File: config.mk
export PLATFORM = sky130hd
export DESIGN_NAME = rsi_dist_cell
export DESIGN_NICKNAME = d
export VERILOG_FILES = /design/src/rsi_pkg.sv /design/src/rsi_dist_cell.sv
export SDC_FILE = /design/constraint.sdc
export NUM_CORES = 1
export LEC_CHECK = 0
export BUFFER_PORTS_ARGS = -buffer_cell sky130_fd_sc_hd__buf_2
export CAP_MARGIN = 20
export CORE_AREA = 2 2 243 245
export CTS_BUF_LIST = sky130_fd_sc_hd__clkbuf_4
export DETAILED_ROUTE_END_ITERATION = 10
export DIE_AREA = 0 0 245 247
export PLACE_DENSITY = 0.65
export SLEW_MARGIN = 40
export SYNTH_ARGS = -nofsm -noshare
export SYNTH_HDL_FRONTEND = slang
export SYNTH_SLANG_ARGS = --single-unit
export TNS_END_PERCENT = 5
File: constraint.sdc
create_clock -name clock -period 14.61 [get_ports clock]
set_clock_uncertainty 0.15 [all_clocks]
set_input_delay 2.922 -clock clock [delete_from_list [all_inputs] [get_ports clock]]
set_output_delay 2.922 -clock clock [all_outputs]
set_load 0.05 [all_outputs]
File: src/rsi_pkg.sv
// Package: shared types, codes and constants of the RBF SVM scoring unit.
package rsi_pkg;

   // Operation codes carried on the request word
   typedef enum logic [1:0] {
      OP_SV_FEATURE = 2'd0,
      OP_COEF       = 2'd1,
      OP_QUERY      = 2'd2,
      OP_NONE       = 2'd3
   } op_type;

   // Configuration register indexes
   typedef enum logic [1:0] {
      CSR_GAMMA    = 2'd0,
      CSR_BIAS     = 2'd1,
      CSR_VECTORS  = 2'd2,
      CSR_FEATURES = 2'd3
   } csr_index_type;

   // Sequencer states, one-hot
   typedef enum logic [3:0] {
      ST_IDLE   = 4'b0001,
      ST_SCAN   = 4'b0010,
      ST_DRAIN  = 4'b0100,
      ST_FINISH = 4'b1000
   } state_type;

   // Token that travels with each support-vector row down the pipe
   typedef struct packed {
      logic valid;  // row takes part in the sum
      logic last;   // end-of-query marker
   } token_type;

   // Query feature write broadcast to the cells
   typedef struct packed {
      logic               write;
      logic [3:0]         index;
      logic signed [15:0] value;
   } qwrite_type;

   localparam logic [31:0] GAMMA_RESET    = 32'd65536;
   localparam logic [4:0]  FEATURES_RESET = 5'd1;
   localparam logic [16:0] LOG2E_Q16      = 17'd94548;
   localparam logic signed [63:0] SCORE_MAX = 64'sd140737488355327;
   localparam logic signed [63:0] SCORE_MIN = -64'sd140737488355328;

   // round(32768 * 2^(-k/32))
   localparam logic [15:0] EXP2_TAB [32] = '{
      16'd32768, 16'd32066, 16'd31379, 16'd30706, 16'd30048, 16'd29405, 16'd28774, 16'd28158,
      16'd27554, 16'd26964, 16'd26386, 16'd25821, 16'd25268, 16'd24726, 16'd24196, 16'd23678,
      16'd23170, 16'd22674, 16'd22188, 16'd21713, 16'd21248, 16'd20792, 16'd20347, 16'd19911,
      16'd19484, 16'd19066, 16'd18658, 16'd18258, 16'd17867, 16'd17484, 16'd17109, 16'd16743
   };

endpackage

File: src/rsi_dist_cell.sv
// Distance cell: holds one query feature and adds its squared difference to the passing sum.
module rsi_dist_cell #(
   parameter int MAX_FEATURES = 16,
   parameter int LANE         = 0,
   parameter int NFW          = 5,
   parameter int DIST_W       = 37
) (
   input  logic                         clock,
   input  logic                         reset,
   input  rsi_pkg::qwrite_type          qwrite,
   input  logic [NFW-1:0]               features_used,
   input  rsi_pkg::token_type           tok_in,
   input  logic [MAX_FEATURES*16-1:0]   row_in,
   input  logic [DIST_W-1:0]            sum_in,
   output rsi_pkg::token_type           tok_out,
   output logic [MAX_FEATURES*16-1:0]   row_out,
   output logic [DIST_W-1:0]            sum_out
);
   import rsi_pkg::*;

   logic signed [15:0] query_ff;
   logic signed [15:0] sv_feat;
   logic signed [16:0] diff;
   logic signed [33:0] diff_sq;
   logic               lane_on;
   token_type          tok_ff;
   logic [MAX_FEATURES*16-1:0] row_ff;
   logic [DIST_W-1:0]  sum_ff;
   logic [DIST_W-1:0]  sum_in_w;

   // hold this lane's query feature
   always_ff @(posedge clock) begin
      if (qwrite.write && (32'(qwrite.index) == LANE)) begin
         query_ff <= qwrite.value;
      end
   end

   // square the difference for this lane
   always_comb begin
      sv_feat  = row_in[LANE*16 +: 16];
      diff     = 17'(sv_feat) - 17'(query_ff);
      diff_sq  = diff * diff;
      lane_on  = (LANE < 32'(features_used));
      sum_in_w = sum_in + (lane_on ? DIST_W'(diff_sq[31:0]) : '0);
   end

   // advance the word to the neighbor
   always_ff @(posedge clock) begin
      if (reset) begin
         tok_ff <= '0;
      end else begin
         tok_ff <= tok_in;
      end
      row_ff <= row_in;
      sum_ff <= sum_in_w;
   end

   assign tok_out = tok_ff;
   assign row_out = row_ff;
   assign sum_out = sum_ff;
endmodule

## Word level (Yosys, flattened, before mapping)

Index checks and enable logic that the tools add are counted.

- Flip-flop bits (word level): 311
- Input bits: 323
- Output and inout bits: 295
- Word-level logic and storage cells: 12

- Add/subtract/negate cells: 2
- Multiply operators: 1
- $lt $le $gt $ge: 1
- Muxes and demuxes: 1
- Reductions and logical operators: 2

Operator list:

| operator | number |
|---|---|
| 37-bit by 32-bit adder with 37-bit output | 1 |
| 17-bit by 17-bit multiplier with 32-bit output | 1 |
| 32-bit two-way mux | 1 |
| 16-bit by 16-bit subtractor with 17-bit output | 1 |
| 1-bit by 5-bit < comparator with 1-bit output, first input constant | 1 |
| 4-bit zero test | 1 |
| 1-bit logical AND | 1 |

## Depth between registers and ports, before layout

- Depth after elaboration: 4
- Mapped depth: 46

## Worst setup path before layout

No wires, ideal clock.

- Path type: input-to-reg
- From: input port row_in[0]
- To: register sum_ff[35], in the netlist sum_out[35]
- Library setup time: 0.120 ns
- Arrival: 11.429 ns
- Slack: 2.911 ns
- Stages on the path: 43
- Path through: inv_1 -> ha_1 -> fa_1 -> nor2b_1 -> o31a_1 -> o22ai_4 -> o21ai_2 -> o21a_1 -> nor2_1 -> nor2_1 -> a31oi_4 -> inv_2 -> buf_2 -> nor2_1 -> fa_1 -> inv_1 -> fa_1 -> inv_1 -> [7 not listed] -> and3_1 -> nand3_1 -> a2111oi_2 -> nor3_2 -> a21boi_0 -> o21ai_0 -> a21oi_1 -> xnor2_1 -> nor2_1 -> ha_1 -> and4_1 -> a21o_1 -> o22ai_1 -> a31o_2 -> o21ai_1 -> and2_1 -> o2111ai_1 -> xnor2_1

- Cells in the longest elaborated chain, start to end: 4

RTL lines:

| element | line | text |
|---|---|---|
| start, declared | rsi_dist_cell.sv:13 | `input logic [MAX_FEATURES*16-1:0] row_in,` |
| 16-bit by 16-bit subtractor with 17-bit output | rsi_dist_cell.sv:41 | `diff = 17'(sv_feat) - 17'(query_ff);` |
| 17-bit by 17-bit multiplier with 32-bit output | rsi_dist_cell.sv:42 | `diff_sq = diff * diff;` |
| 32-bit two-way mux | rsi_dist_cell.sv:44 | `sum_in_w = sum_in + (lane_on ? DIST_W'(diff_sq[31:0]) : '0);` |
| 37-bit by 32-bit adder with 37-bit output | rsi_dist_cell.sv:44 |  |
| via sum_in_w[35] | rsi_dist_cell.sv:29 | `logic [DIST_W-1:0] sum_in_w;` |
| end signal, assigned | rsi_dist_cell.sv:55 | `sum_ff <= sum_in_w;` |
| end, declared | rsi_dist_cell.sv:28 | `logic [DIST_W-1:0] sum_ff;` |

The timed path passes the listed nets, and every way through them passes these cells.
A chain may end at the register's enable or synchronous reset.

## Final worst setup path

- From: input port row_in[0]
- To: register sum_ff[34], in the netlist sum_out[34]

Same word-level chain as after synthesis.

==> run_results.csv <==
group,metric,value,unit
detailed_routing,wl_per_cell,25.84,um
clock_tree,cts_setup_buffers,0,
place,gp_congestion,1.017,
clock_tree,clock_latency,830,ps
clock_tree,h-tree-depth,3,
clock_tree,cts_tree,"yes",
worst_setup_path,crit_fanout,20,
clock_tree,hold_buffers,0,
synthesis,synthTopCellsByArea,"dfxtp_1, fa_1, ha_1",
detailed_routing,vias,14721,
detailed_routing,drc,0,
detailed_routing,antenna_left,0,
timing,rsz0062_at_grt,"no",
synthesis,synth-main-ff-cell,"dfxtp_1",
worst_setup_path,cp-start-kind,"input port",
grt,grt_start_max_net_pins,32,
synthesis,ys_ff_latch,311,
die,coreArea,58240,um2
die,dieArea,60520,um2
worst_setup_path,crit_slowest_cell,"fa_1",
worst_hold_path,hold_class,"flop to flop",
detailed_routing,totalWireLength,82990,um
grt,grt_pass1_vias,15795,
timing,finalSetupViolCount,0,
worst_setup_path,worst_ep_arrival_time,12700,ps
grt,grt_usage,0.2729,
finish,layout.nets,3061,
synthesis,syn-mean-instance-area,10.90,um2
timing,finalMaxSlewViolations,0,
clock_tree,cts_resized,0,
place,io_buffers,617,
job,cap_violations,0,
clock_tree,cts_sinks,311,
grt,antenna_found_initial,49,
worst_setup_path,cpPeakStageDelay,670,ps
clock_tree,cts_made_buffers,84,
die,rows,89,
synthesis,synth_top_area_cell,"dfxtp_1",
synthesis,synth_area,18090,um2
worst_setup_path,critPathCaptureType,"flop",
die,die_x,245,um
grt,grt_overflow_total,0,
timing,worst_slew_margin_rel,0.5472,
synthesis,ys_types,72,
synthesis,yosysSeqAreaShare,0.3529,
worst_setup_path,cp_num_buf_inv,7,
synthesis,synth_cells,1660,
finish,multi_input_area,10360,um2
clock_tree,clock-root-buffer,"clkbuf_4",
synthesis,async_flop_share,0,
timing,fmax,82.39,MHz
timing,post-route-period-util,0.8307,
run_status,outcome,"finished, final reports clean",
finish,drive_gt1_frac,0.3288,
grt,grt_pass1_wl,113200,um
synthesis,synth_edf_count,16,
detailed_routing,drt-initial-drc-count,770,
timing,period_minus_slack,12140,ps
synthesis,synth_nets,2369,
clock_tree,clk_pin_slew,60,ps
clock_tree,cts_max_path_buffers,3,
die,start_util,0.3107,
worst_setup_path,cp_common_cell,"fa_1",
die,die_h,247,um
finish,area_growth,28.52,%
worst_setup_path,critical_path_required,15170,ps
detailed_routing,routed_via_density,4.583,
worst_setup_path,path_class,"input port to flop",
place,dp_hpwl,71790,um
die,ios,618,
finish,seqCellArea,6386,um2
timing,finalHoldViolCount,0,
detailed_routing,firstDrtPassIters,5,
finish,fillCellCount,5794,
timing,tightestPinTransition,678.6,ps
synthesis,synth_top_cell_area_share,0.3264,
worst_setup_path,critical_path.top_delay_family,"adder cells",
timing,fin_tns_setup,0,ps
synthesis,yosysWarnings,0,
## cells in the final DEF (no fill, tap or decap), drive strengths merged, types with 20 or more instances in the layout
cell and count:
buf 632, inv 337, dfxtp 295, fa 259
ha 127, nor2 125, clkbuf 117, nand2 107
a21oi 57, xnor2 53, o21ai 33, xor2 31
a21o 30, clkinv 28, diode 24, nor2b 20
## routing by layer
metal,wire (um),share of wire,up-vias,global-route usage
met1,33460,0.40,7360,0.3298
met4,3975,0.048,8,0.1159
met3,6980,0.084,156,0.09258
li1,-,-,6608,-
met5,50,0.00060,-,0
met2,38520,0.46,589,0.4434
## registers in the layout, summed over array words and instances (netlist names)
register	count
query_ff	16
row_out	256
sum_out	37
tok_out	2
## cell usage after synthesis, types with 4 or more instances
cell type / number
nor2b_1: 20
o21a_1: 13
o21bai_1: 8
fa_1: 259
nor3_1: 13
dfxtp_1: 295
nand2b_1: 12
and2_1: 7
o21ai_0: 27
or2_2: 5
and3_1: 7
a21o_1: 30
clkbuf_1: 18
inv_2: 5
ha_1: 127
a211oi_1: 7
a21oi_1: 56
xor2_1: 28
nand2_1: 107
nor2_1: 124
inv_1: 328
edfxtp_1: 16
buf_2: 8
o21ai_1: 4
a31oi_1: 6
xnor2_1: 53
nand3_1: 13
## worst paths after layout
kind,start,endpoint,slack [ps],depth (start not counted)
hold reg to reg,query_ff[0],sum_out[0],1120,3
setup reg to reg,query_ff[0],sum_out[34],4280,41
hold / removal,query_ff[0],sum_out[0],1120,3
setup / recovery,row_in[0],sum_out[34],2470,43
## kinds of logic after synthesis
kind of cell             count (synthesis)  share of synthesized area
AO/OA/AOI/OAI                          187                    0.07213
flip-flops                             311                     0.3529
buffers and inverters                  361                    0.07544
XOR/XNOR                                85                    0.04315
adder cells (fa/ha/maj)                386                     0.3744
AND/OR/NAND/NOR                        329                    0.08139
multiplexers                             1                  0.0005532
## stage by stage
stage,std cells,hold WS [ps],setup slack [ps],util,area (um2)
after floorplan,1660,829.4,2911,-,18090
final,3212,1118,2473,0.3993,23250
after CTS,3188,1138,2571,0.3982,23190
after global routing,3198,1182,1753,0.3987,23220
after global placement,3039,1327,1878,0.3804,22160
after detailed placement,3039,1150,1720,0.3806,22170
## final cells by class
type,instances,share of cell area
timing repair buffer,632,0.1376
tap,773,0.04159
multi-input combinational,988,0.4453
clock inverter,32,0.006403
antenna,24,0.002583
inverter,335,0.05407
sequential,311,0.2746
clock buffer,117,0.03777
## worst register-to-register path: cells and delay by family, from the launching register on
kind / cells / cell delay (ps)
adders and majority gates: 10 / 4460
AOI/OAI and AO/OA: 13 / 2630
and+or+nand+nor: 12 / 1780
buffers and inverters: 5 / 670
DFF: 1 / 460
xor gates and xnor gates: 1 / 140
Power is left out: the tool's default activity adds up to more than one toggle a clock period on the data nets, which glitch-free logic cannot reach.
